## src/rtl/keyword_bold_span_marker_macros.svh

```systemverilog
// Assertion macros for the keyword bold span marker.
// Used by the RTL files that carry concurrent assertions; no other dependencies.
`ifndef KEYWORD_BOLD_SPAN_MARKER_MACROS_SVH
`define KEYWORD_BOLD_SPAN_MARKER_MACROS_SVH
// Assert an implication, disabled while in reset.
`define KBSM_ASSERT(label, clk, rstn, prop, msg) \
  label: assert property (@(posedge clk) disable iff (!rstn) prop) else $error(msg);
// Assert that a condition never holds, disabled while in reset.
`define KBSM_NEVER(label, clk, rstn, cond, msg) \
  label: assert property (@(posedge clk) disable iff (!rstn) !(cond)) else $error(msg);
`endif

```

## src/rtl/kbsm_pkg.sv

```systemverilog
// Shared types and constants for the keyword bold span marker.
// No dependencies.
package kbsm_pkg;
  typedef enum logic [1:0] {
    REQ_CHAR = 2'd0,
    REQ_LEN  = 2'd1,
    REQ_TEXT = 2'd2,
    REQ_NONE = 2'd3
  } req_e;

  typedef enum logic [2:0] {
    ST_IDLE,
    ST_SCAN,
    ST_CMP,
    ST_WAIT
  } state_e;
endpackage

```

## src/rtl/kbsm_dict.sv

```systemverilog
// Dictionary store: character memory (one read port, registered) and word lengths.
// No dependencies.
module kbsm_dict #(
  parameter int MAX_WORDS    = 16,
  parameter int MAX_WORD_LEN = 16,
  parameter int SW           = 4,
  parameter int PW           = 4
) (
  input  logic          clk_i,
  input  logic          rst_ni,
  input  logic          cwr_i,
  input  logic [SW-1:0] cwr_slot_i,
  input  logic [PW-1:0] cwr_pos_i,
  input  logic [7:0]    cwr_data_i,
  input  logic          lwr_i,
  input  logic [SW-1:0] lwr_slot_i,
  input  logic [4:0]    lwr_len_i,
  input  logic [SW-1:0] rd_slot_i,
  input  logic [PW-1:0] rd_pos_i,
  output logic [7:0]    rd_char_o,
  output logic [4:0]    rd_len_o
);
  localparam int AW = (MAX_WORDS * MAX_WORD_LEN > 1) ? $clog2(MAX_WORDS * MAX_WORD_LEN) : 1;

  logic [7:0] chars_mem [MAX_WORDS*MAX_WORD_LEN];
  logic [4:0] len_q [MAX_WORDS];
  logic [AW-1:0] waddr, raddr;

  assign waddr = AW'(cwr_slot_i) * AW'(MAX_WORD_LEN) + AW'(cwr_pos_i);
  assign raddr = AW'(rd_slot_i) * AW'(MAX_WORD_LEN) + AW'(rd_pos_i);

  always_ff @(posedge clk_i) begin
    if (cwr_i) begin
      chars_mem[waddr] <= cwr_data_i;
    end
    rd_char_o <= chars_mem[raddr];
  end

  always_ff @(posedge clk_i or negedge rst_ni) begin
    if (!rst_ni) begin
      for (int i = 0; i < MAX_WORDS; i++) len_q[i] <= '0;
    end else if (lwr_i) begin
      len_q[lwr_slot_i] <= lwr_len_i;
    end
  end

  assign rd_len_o = len_q[rd_slot_i];
endmodule

```

## src/rtl/keyword_bold_span_marker.sv

```systemverilog
// Keyword bold span marker. Load items write the dictionary when accepted. A text byte that
// fills the window, and each byte flushed at text end, is resolved by walking the
// dictionary one slot at a time and comparing one character per cycle from the
// character memory; only slots below min(word_count, MAX_WORDS) are searched, only
// slots whose word fits in the window are compared, and a mismatch ends that slot
// early. The input is stalled from the accept of that byte until it is emitted.
// The result sits in an output register; a byte whose search
// ends while that register is still held waits, and stalls the input, until it drains.
// Depends on kbsm_pkg, kbsm_dict and keyword_bold_span_marker_macros.svh.
`include "keyword_bold_span_marker_macros.svh"
module keyword_bold_span_marker #(
  parameter int MAX_WORDS    = 16,
  parameter int MAX_WORD_LEN = 16
) (
  input  logic       clk_i,
  input  logic       rst_ni,
  input  logic       cfg_we_i,
  input  logic [4:0] cfg_wdata_i,
  input  logic       in_valid_i,
  output logic       in_stall_o,
  input  logic [1:0] req_type_i,
  input  logic [3:0] slot_i,
  input  logic [3:0] char_pos_i,
  input  logic [4:0] length_i,
  input  logic [7:0] char_value_i,
  input  logic       text_last_i,
  output logic       out_valid_o,
  input  logic       out_stall_i,
  output logic [7:0] out_byte_o,
  output logic       open_before_o,
  output logic       close_before_o,
  output logic       close_after_o,
  output logic       last_out_o
);
  localparam int SW = (MAX_WORDS > 1) ? $clog2(MAX_WORDS) : 1;
  localparam int PW = (MAX_WORD_LEN > 1) ? $clog2(MAX_WORD_LEN) : 1;
  localparam int FW = $clog2(MAX_WORD_LEN + 1);
  localparam int CW = $clog2(MAX_WORDS + 1);

  kbsm_pkg::state_e state_q, state_d;
  logic [4:0]    wcount_q;
  logic [7:0]    win_q [MAX_WORD_LEN];
  logic [FW-1:0] fill_q, fill_d;
  logic [4:0]    cov_q, cov_d;
  logic          prev_q, prev_d, flush_q, flush_d;
  logic [CW-1:0] sidx_q, sidx_d;
  logic [PW:0]   kidx_q, kidx_d;
  logic [4:0]    len_q, len_d;
  logic          ovalid_q, ovalid_d;
  logic [7:0]    obyte_q;
  logic          oopen_q, oclose_q, oafter_q, olast_q;
  logic          emit;
  logic          bold;

  logic          acc;
  logic [SW-1:0] rd_slot;
  logic [PW-1:0] rd_pos;
  logic [7:0]    rd_char;
  logic [4:0]    rd_len;
  logic [CW-1:0] nwords;
  logic          len_ok;

  assign acc = in_valid_i && !in_stall_o;
  assign in_stall_o = (state_q != kbsm_pkg::ST_IDLE);
  assign nwords = (32'(wcount_q) > MAX_WORDS) ? CW'(MAX_WORDS) : CW'(wcount_q);
  assign rd_slot = sidx_q[SW-1:0];
  assign rd_pos = kidx_q[PW-1:0];

  kbsm_dict #(.MAX_WORDS(MAX_WORDS), .MAX_WORD_LEN(MAX_WORD_LEN), .SW(SW), .PW(PW))
    u_dict (
    .clk_i, .rst_ni,
    .cwr_i(acc && req_type_i == kbsm_pkg::REQ_CHAR && 32'(slot_i) < MAX_WORDS
           && 32'(char_pos_i) < MAX_WORD_LEN),
    .cwr_slot_i(SW'(slot_i)), .cwr_pos_i(PW'(char_pos_i)), .cwr_data_i(char_value_i),
    .lwr_i(acc && req_type_i == kbsm_pkg::REQ_LEN && 32'(slot_i) < MAX_WORDS),
    .lwr_slot_i(SW'(slot_i)), .lwr_len_i(length_i),
    .rd_slot_i(rd_slot), .rd_pos_i(rd_pos), .rd_char_o(rd_char), .rd_len_o(rd_len)
  );

  assign len_ok = (rd_len != 5'd0) && (32'(rd_len) <= 32'(fill_q));
  assign bold = (cov_q != 5'd0);

  always_comb begin
    state_d = state_q; fill_d = fill_q; cov_d = cov_q; prev_d = prev_q;
    flush_d = flush_q; sidx_d = sidx_q; kidx_d = kidx_q; len_d = len_q;
    ovalid_d = ovalid_q && out_stall_i;
    emit = 1'b0;
    unique case (state_q)
      kbsm_pkg::ST_IDLE: begin
        if (acc && req_type_i == kbsm_pkg::REQ_TEXT) begin
          if (32'(fill_q) < MAX_WORD_LEN) fill_d = fill_q + 1'b1;
          flush_d = text_last_i;
          sidx_d = '0; kidx_d = '0;
          if (text_last_i || 32'(fill_q) + 1 >= MAX_WORD_LEN) state_d = kbsm_pkg::ST_SCAN;
        end
      end
      kbsm_pkg::ST_SCAN: begin
        kidx_d = '0;
        if (sidx_q >= nwords) begin
          state_d = kbsm_pkg::ST_WAIT;
        end else if (len_ok) begin
          len_d = rd_len;
          state_d = kbsm_pkg::ST_CMP;
        end else begin
          sidx_d = sidx_q + 1'b1;
        end
      end
      kbsm_pkg::ST_CMP: begin
        // memory data is registered, so it is for kidx_q-1 once kidx_q is nonzero; compare when valid
        if (kidx_q != '0 && rd_char != win_q[PW'(kidx_q - 1'b1)]) begin
          sidx_d = sidx_q + 1'b1; state_d = kbsm_pkg::ST_SCAN; kidx_d = '0;
        end else if (kidx_q == (PW+1)'(len_q)) begin
          if (len_q > cov_q) cov_d = len_q;
          sidx_d = sidx_q + 1'b1; state_d = kbsm_pkg::ST_SCAN; kidx_d = '0;
        end else begin
          kidx_d = kidx_q + 1'b1;
        end
      end
      kbsm_pkg::ST_WAIT: begin
        if (!ovalid_q || !out_stall_i) begin
          emit = 1'b1; ovalid_d = 1'b1;
          prev_d = bold;
          cov_d = bold ? cov_q - 1'b1 : 5'd0;
          fill_d = fill_q - 1'b1;
          sidx_d = '0; kidx_d = '0;
          if (flush_q && fill_q > FW'(1)) begin
            state_d = kbsm_pkg::ST_SCAN;
          end else begin
            state_d = kbsm_pkg::ST_IDLE;
            if (flush_q) begin cov_d = '0; prev_d = 1'b0; end
          end
        end
      end
      default: state_d = kbsm_pkg::ST_IDLE;
    endcase
  end

  always_ff @(posedge clk_i or negedge rst_ni) begin
    if (!rst_ni) begin
      state_q <= kbsm_pkg::ST_IDLE; wcount_q <= '0; fill_q <= '0; cov_q <= '0;
      prev_q <= 1'b0; flush_q <= 1'b0; sidx_q <= '0; kidx_q <= '0; len_q <= '0;
      ovalid_q <= 1'b0;
    end else begin
      state_q <= state_d; fill_q <= fill_d; cov_q <= cov_d; prev_q <= prev_d;
      flush_q <= flush_d; sidx_q <= sidx_d; kidx_q <= kidx_d; len_q <= len_d;
      ovalid_q <= ovalid_d;
      if (cfg_we_i) wcount_q <= cfg_wdata_i;
    end
  end

  always_ff @(posedge clk_i) begin
    if (state_q == kbsm_pkg::ST_IDLE && acc && req_type_i == kbsm_pkg::REQ_TEXT
        && 32'(fill_q) < MAX_WORD_LEN) begin
      win_q[PW'(fill_q)] <= char_value_i;
    end
    if (emit) begin
      obyte_q  <= win_q[0];
      oopen_q  <= bold && !prev_q;
      oclose_q <= !bold && prev_q;
      olast_q  <= flush_q && fill_q == FW'(1);
      oafter_q <= flush_q && fill_q == FW'(1) && bold;
      // advance the window by one byte
      for (int i = 0; i < MAX_WORD_LEN - 1; i++) win_q[i] <= win_q[i+1];
    end
  end

  assign out_valid_o = ovalid_q;
  assign out_byte_o = obyte_q;
  assign open_before_o = oopen_q;
  assign close_before_o = oclose_q;
  assign close_after_o = oafter_q;
  assign last_out_o = olast_q;

  `KBSM_ASSERT(a_no_accept_busy, clk_i, rst_ni, (state_q != kbsm_pkg::ST_IDLE) |-> in_stall_o, "request accepted while busy")
  `KBSM_ASSERT(a_fill_range, clk_i, rst_ni, 32'(fill_q) <= MAX_WORD_LEN, "window overfill")
  `KBSM_ASSERT(a_emit_nonempty, clk_i, rst_ni, emit |-> (fill_q != '0), "emit from empty window")
  `KBSM_NEVER(a_open_close, clk_i, rst_ni, out_valid_o && open_before_o && close_before_o, "open and close together")
endmodule
```

## config.mk

```make
export PLATFORM = sky130hd
export DESIGN_NAME = keyword_bold_span_marker
export DESIGN_NICKNAME = d
export VERILOG_FILES = /design/src/rtl/kbsm_pkg.sv /design/src/rtl/kbsm_dict.sv /design/src/rtl/keyword_bold_span_marker.sv
export VERILOG_INCLUDE_DIRS = /design/src /design/src/rtl
export SDC_FILE = /design/constraint.sdc
export NUM_CORES = 2
export LEC_CHECK = 0
export BUFFER_PORTS_ARGS = -buffer_cell sky130_fd_sc_hd__buf_2
export CAP_MARGIN = 20
export CORE_MARGIN = 2
export CORE_UTILIZATION = 55
export CTS_CLUSTER_DIAMETER = 200
export DETAILED_ROUTE_END_ITERATION = 10
export PLACE_DENSITY = 0.82
export SLEW_MARGIN = 10
export SYNTH_ARGS = -nofsm -noshare
export SYNTH_HDL_FRONTEND = slang
export SYNTH_SLANG_ARGS = --single-unit
```

## constraint.sdc

```tcl
create_clock -name clk_i -period 4.4 [get_ports clk_i]
set_input_delay 0.44 -clock clk_i [delete_from_list [all_inputs] [get_ports clk_i]]
set_output_delay 0.44 -clock clk_i [all_outputs]
set_load 0.02 [all_outputs]
```

# Yosys cells after proc, flatten, opt, wreduce, memory -nomap -nowiden
# Memory sizes are Yosys's and may differ from the RTL's. A register that Yosys moved wholly into a read port is not among the register bits.
# Cells that the tools add are included.
# W data, S select, Z words.
# op_classes
add_sub_neg	9
multipliers	0
div	0
n_lt_le_gt_ge	10
n_eq_ne	19
shifts	0
n_mux	53
bitwise_logic	3
reduce_logical	41
# ops
op	n
$mux W5	22
$bwmux W80	1
$pmux W5 S4	2
$mux W3	7
$bmux W5 S4	1
$demux W5 S4	1
$pmux W5 S2	2
$add A8 B4 Y8	2
$logic_and A1 B1 Y1	16
$ne A2 B2 Y1 const B	8
$add A5 B1 Y5 const B	3
$reduce_bool A5 Y1	3
$mux W1	14
$pmux W3 S4	1
$ge A5 B5 Y1 const B	2
$not A4 Y5	2
$reduce_and A5 Y1	2
$sub A5 B1 Y5 const B	2
$mux W8	1
$ne A8 B8 Y1	1
$reduce_or A8 Y1	1
$add A5 B1 Y6 const B	1
$eq A3 B2 Y1 const B	2
$ge A6 B5 Y1 const B	1
28 further kinds	37
# totals
regBits	120
latchBits	0
mem_bits_rw	2176
romBits	0
input_bits	34
out_inout_bits	14
word_cells	167
n_memories	2
# memory_table
memory	depth	word_bits	read_ports	rd_clocked_by_memory_dff	write_ports	line_no	source
u_dict.chars_mem	256	8	1	1	1	kbsm_dict.sv:25	logic [7:0] chars_mem [MAX_WORDS*MAX_WORD_LEN];
win_q	16	8	17	1	15	keyword_bold_span_marker.sv:42	logic [7:0] win_q [MAX_WORD_LEN];

# Longest topological paths before layout
# logic_depth
ltp_word	9
ltp_mapped	19

# Hierarchy
# A second synthesis with hierarchy kept.
# hier_totals
hier_cells	4822
area_unflattened_um2	92451.2
# by_module_without_submodules
module	n_inst	cells_per_inst	area_per_inst_um2	seq_area_each_um2
kbsm_dict	1	3992	83247.3	63661.1
keyword_bold_span_marker	1	830	9203.8	5079.9

# Worst setup path before layout
# OpenSTA, ideal clock, no wires.
# synth_timing
path_type	register to register
from	register kidx_q[1]
to	register cov_q[0]
setup_time_ps	125
t_arrival_ps	4411
t_required_ps	4275
path_slack_ps	-136
stages_incl_launch_ff	18
n_path_buf	6
path_cell_list	dfrtp_1 -> clkbuf_1 -> clkbuf_1 -> buf_2 -> buf_1 -> buf_1 -> inv_1 -> ha_1 -> buf_1 -> mux4_2 -> mux2i_1 -> xor2_1 -> nand2b_1 -> mux4_2 -> nor2_1 -> a21oi_1 -> o21ai_2 -> mux2_2
# synth_between
elab_chain_len	6
word_cells_on_any_way	9
classes_between	1 x add/sub; 4 x eq/ne; 3 x reduce/logical; 1 x memory
# synth_lines
item	line_no	source
from (decl)	keyword_bold_span_marker.sv:47	logic [PW:0] kidx_q, kidx_d;
from (signal assigned)	keyword_bold_span_marker.sv:145	flush_q <= flush_d; sidx_q <= sidx_d; kidx_q <= kidx_d; len_q <= len_d;
$sub A4 B1 Y4	keyword_bold_span_marker.sv:110	if (kidx_q != '0 && rd_char != win_q[PW'(kidx_q - 1'b1)]) begin
$mem_v2 Z16 W8	-	
$ne A8 B8 Y1	keyword_bold_span_marker.sv:110	
$logic_and A1 B1 Y1	keyword_bold_span_marker.sv:110	
$ne A2 B2 Y1 (no source line)	-	
$reduce_and A5 Y1 (no source line) (*)	-	
to (signal assigned)	keyword_bold_span_marker.sv:144	state_q <= state_d; fill_q <= fill_d; cov_q <= cov_d; prev_q <= prev_d;
to (decl)	keyword_bold_span_marker.sv:44	logic [4:0] cov_q, cov_d;
# Mark *: on every way between the ends. The rest lies on a longest branch, timed or not.
# A chain may end at the register's enable or synchronous reset.

# Final worst setup path
# layout_timing
from	register state_q[0]
to	memory u_dict.chars_mem[34][2] (enable)
# layout_between
elab_chain_len	6
# layout_lines
item	line_no	source
from (decl)	keyword_bold_span_marker.sv:40	kbsm_pkg::state_e state_q, state_d;
from (signal assigned)	keyword_bold_span_marker.sv:144	
$reduce_bool A3 Y1	keyword_bold_span_marker.sv:64	assign in_stall_o = (state_q != kbsm_pkg::ST_IDLE);
$logic_not A1 Y1	keyword_bold_span_marker.sv:63	assign acc = in_valid_i && !in_stall_o;
$logic_and A1 B1 Y1	keyword_bold_span_marker.sv:63	
$logic_and A1 B1 Y1	keyword_bold_span_marker.sv:72	.cwr_i(acc && req_type_i == kbsm_pkg::REQ_CHAR && 32'(slot_i) < MAX_WORDS
$mux W1	kbsm_dict.sv:33	if (cwr_i) begin
$mux W1 (implied by the code)	kbsm_dict.sv:34	chars_mem[waddr] <= cwr_data_i;
to (decl)	kbsm_dict.sv:25	
# No other way between the ends.

==> results.py <==
metrics = {
    "outcome": {
        "status": "complete, no violations",
    },
    "place": {
        "pre_cts_slack_ns": 0.302,
        "hpwl_um": 133000,
        "place_area_mm2": 0.0957,
        "portBuffers": 47,
        "globalplace.congestion": 0.859,
    },
    "critical_path": {
        "crit_path_end_kind": "flip-flop",
        "max_stage_delay_ns": 0.81,
        "rr_startpoint": "state_q[0]",
        "arrival_ns": 4.59,
        "crit_chain": "inv_1, ha_1, nand2_1, or3_1, nor3b_1, nand2_2, buf_4, nor2_1",
        "r2r_cells": 8,
        "cp.required_ns": 4.85,
        "ff2ff_setup_slack_ns": 0.26,
        "r2r_end": "u_dict.chars_mem[34][2]",
        "cpMaxStageDelayCell": "nor2_1",
        "endpoint": "u_dict.chars_mem[34][2]",
        "crit_fanout": 11,
        "crit_start": "state_q[0]",
        "start_kind": "flip-flop",
        "critPathKind": "reg -> reg",
    },
    "global_route": {
        "grt_first_pass_wirelength_um": 357000,
        "gr-max-usage-layer": "met2",
        "use_met1_pct": 38.7,
        "antenna_found_initial": 15,
        "grt_usage_pct": 29.6,
        "grt_max_degree": 147,
        "use_met2_pct": 46.0,
        "use_met3_pct": 7.62,
        "grt-ovfl-total": 0,
        "grt_pass1_vias": 48500,
    },
    "cells_and_area": {
        "fillers": 10200,
        "layout_common_cells": "edfxtp_1 (2188), mux4_2 (715), nand2_1 (342)",
        "stdcell_area_mm2": 0.103,
        "finalNetCount": 4642,
        "syn2layout_area_growth_pct": 11.9,
        "final_common_cell": "edfxtp_1",
        "drive_gt1_share_pct": 29.1,
    },
    "timing": {
        "maxSlewHeadroom_pct": 19.8,
        "min_period_over_period_pct": 94.1,
        "fin_skew_ns": 0.0465,
        "worstMarginPinSlew_ns": 1.20,
        "period_needed_ns": 4.14,
        "hold_viol_final": 0,
        "setup_violations": 0,
        "worst_slack_ns": 0.259,
        "fin_setup_tns_ns": 0,
        "slew_viol_final": 0,
        "max_freq_mhz": 241,
        "rsz0062_at_grt": "false",
    },
    "drt": {
        "viasPerCell": 6.97,
        "vias": 48500,
        "ant_nets": 0,
        "wirelength_um": 249000,
        "first_pass_iters": 6,
        "first_iter_violations": 7791,
        "drcViolationCount": 0,
        "wl_per_cell_um": 35.9,
    },
    "synth": {
        "netlist.area_leader.share_pct": 71.6,
        "syn_area_per_cell_um2": 21.1,
        "synth_ff_type": "edfxtp_1",
        "synth.distinct_cells": 59,
        "synthArstFlopShare_pct": 4.98,
        "synthCells": 4348,
        "ys_ff_latch": 2311,
        "synth_top_cell_by_area": "edfxtp_1",
        "synth_area_mm2": 0.0918,
        "ys_warn_count": 0,
        "seq_area_frac_synth_pct": 74.9,
        "yosys-top-cells-area": "edfxtp_1 (72%), mux4_2 (18%), dfrtp_1 (3.1%)",
        "synth_edf_count": 2188,
        "syn-num-nets": 4412,
    },
    "clock_tree": {
        "cts_buffer_depth": 3,
        "cts_tree": "done",
        "clockRootBuffer": "clkbuf_16",
        "clock_latency_ns": 0.86,
        "cts.clk_slew.worst_paths_ns": 0.06,
        "cts_sinks": 2311,
        "cts_setup_buffers": 0,
        "cts_buffers": 212,
        "htree_levels": 4,
    },
    "power_and_ir_drop": {
        "power.density_mw_per_mm2": 487,
        "vdd_ir_drop_max_uv": 369,
        "power_leakage_uw": 0.0322,
    },
    "min_path": {
        "hold_class": "in -> reg",
    },
    "flow_run": {
        "maxCapViolations": 0,
    },
    "floorplan": {
        "fp.dieW_um": 413,
        "die_y_um": 413,
        "num_rows": 149,
        "io_pins": 48,
        "start_util_pct": 55.5,
        "die_area_mm2": 0.170,
        "core_area_mm2": 0.165,
    },
}
-- where the power goes --
part           switching, uW  internal (uW)
Sequential               539          24800
Clock                   8210          10300
Combinational           3650           2470
-- kinds of logic after synthesis --
| group | count (synthesis) | synth area share, % |
|---|---|---|
| muxes | 826 | 18.9 |
| xor gates and xnor gates | 18 | 0.172 |
| adders and majority gates | 30 | 0.409 |
| buffers and inverters | 278 | 1.35 |
| DFF | 2311 | 74.9 |
| and+or+nand+nor | 760 | 3.39 |
| AOI/OAI and AO/OA | 125 | 0.920 |
-- layer usage --
metal | wire length (um) | up-vias
met5 | 86 | -
met4 | 16400 | 12
met3 | 31300 | 878
met2 | 118000 | 4276
met1 | 83200 | 25000
li1 | - | 18300
-- final cells by class --
cell class              instances  area (um^2)  share of cell area (%)
clock inverters               125         1220                    1.19
well taps                    2189         2740                    2.67
diodes                          9         22.5                  0.0219
repair buffers                268         2330                    2.27
inverters                      26          101                  0.0987
multi-input cells            1759        21900                    21.3
flip-flops and latches       2311        68800                    67.0
clock buffers                 263         5620                    5.48
-- metrics by stage --
step                      hold WS, ns  cells  util [%]  power (uW)
after floorplan                 0.144   4348         -       29400
after global placement          0.452   6537      57.8       31400
after CTS                      0.0654   6940      62.1       49900
final                           0.122   6950      62.1       50000
after global routing            0.122   6941      62.1       51100
after detailed placement        0.462   6538      57.8       31600
-- Yosys cell counts (26+ instances only) --
master,n
edfxtp_1,2188
mux4_2,715
nand2_1,347
nor2_1,304
clkbuf_1,153
dfrtp_1,115
mux2_2,92
buf_2,58
nor2b_1,31
ha_1,30
nand3_1,29
o21ai_0,26
-- worst max-delay path: cells and delay by family, from the launching register on --
| family | cells | cell delay, ns |
|---|---|---|
| and+or+nand+nor | 5 | 2.45 |
| buffers and inverters | 2 | 0.51 |
| DFF | 1 | 0.44 |
| adders and majority gates | 1 | 0.31 |
-- registers in the layout (all words and copies together), names as in the netlist, 5 cells and up --
| register | flops |
|---|---|
| wcount_q | 5 |
| fill_q | 5 |
| u_dict.chars_mem | 2048 |
| cov_q | 5 |
| len_q | 5 |
| u_dict.len_q | 80 |
| u_dict.rd_char_o | 8 |
| out_byte_o | 8 |
| sidx_q | 5 |
| kidx_q | 5 |
| win_q | 128 |
-- worst min-delay path by stage --
stage | startpoint | endpoint | slack, ns | depth (start not counted)
floorplan | rst_ni | cov_q[0] | 0.14 | 0
global placement | rst_ni | prev_q | 0.45 | 1
detailed placement | rst_ni | prev_q | 0.46 | 1
CTS | req_type_i[1] | flush_q | 0.07 | 3
global route | in_valid_i | flush_q | 0.12 | 3
finish | req_type_i[1] | flush_q | 0.12 | 3
-- what timing repair did --
item,4_1_cts,5_1_grt
hold buffers,14,0
resized for setup,0,1
setup endpoints to repair,0,3
endpoints found under the hold margin,46,0
No activity file was read; power rests on OpenSTA's default activity.
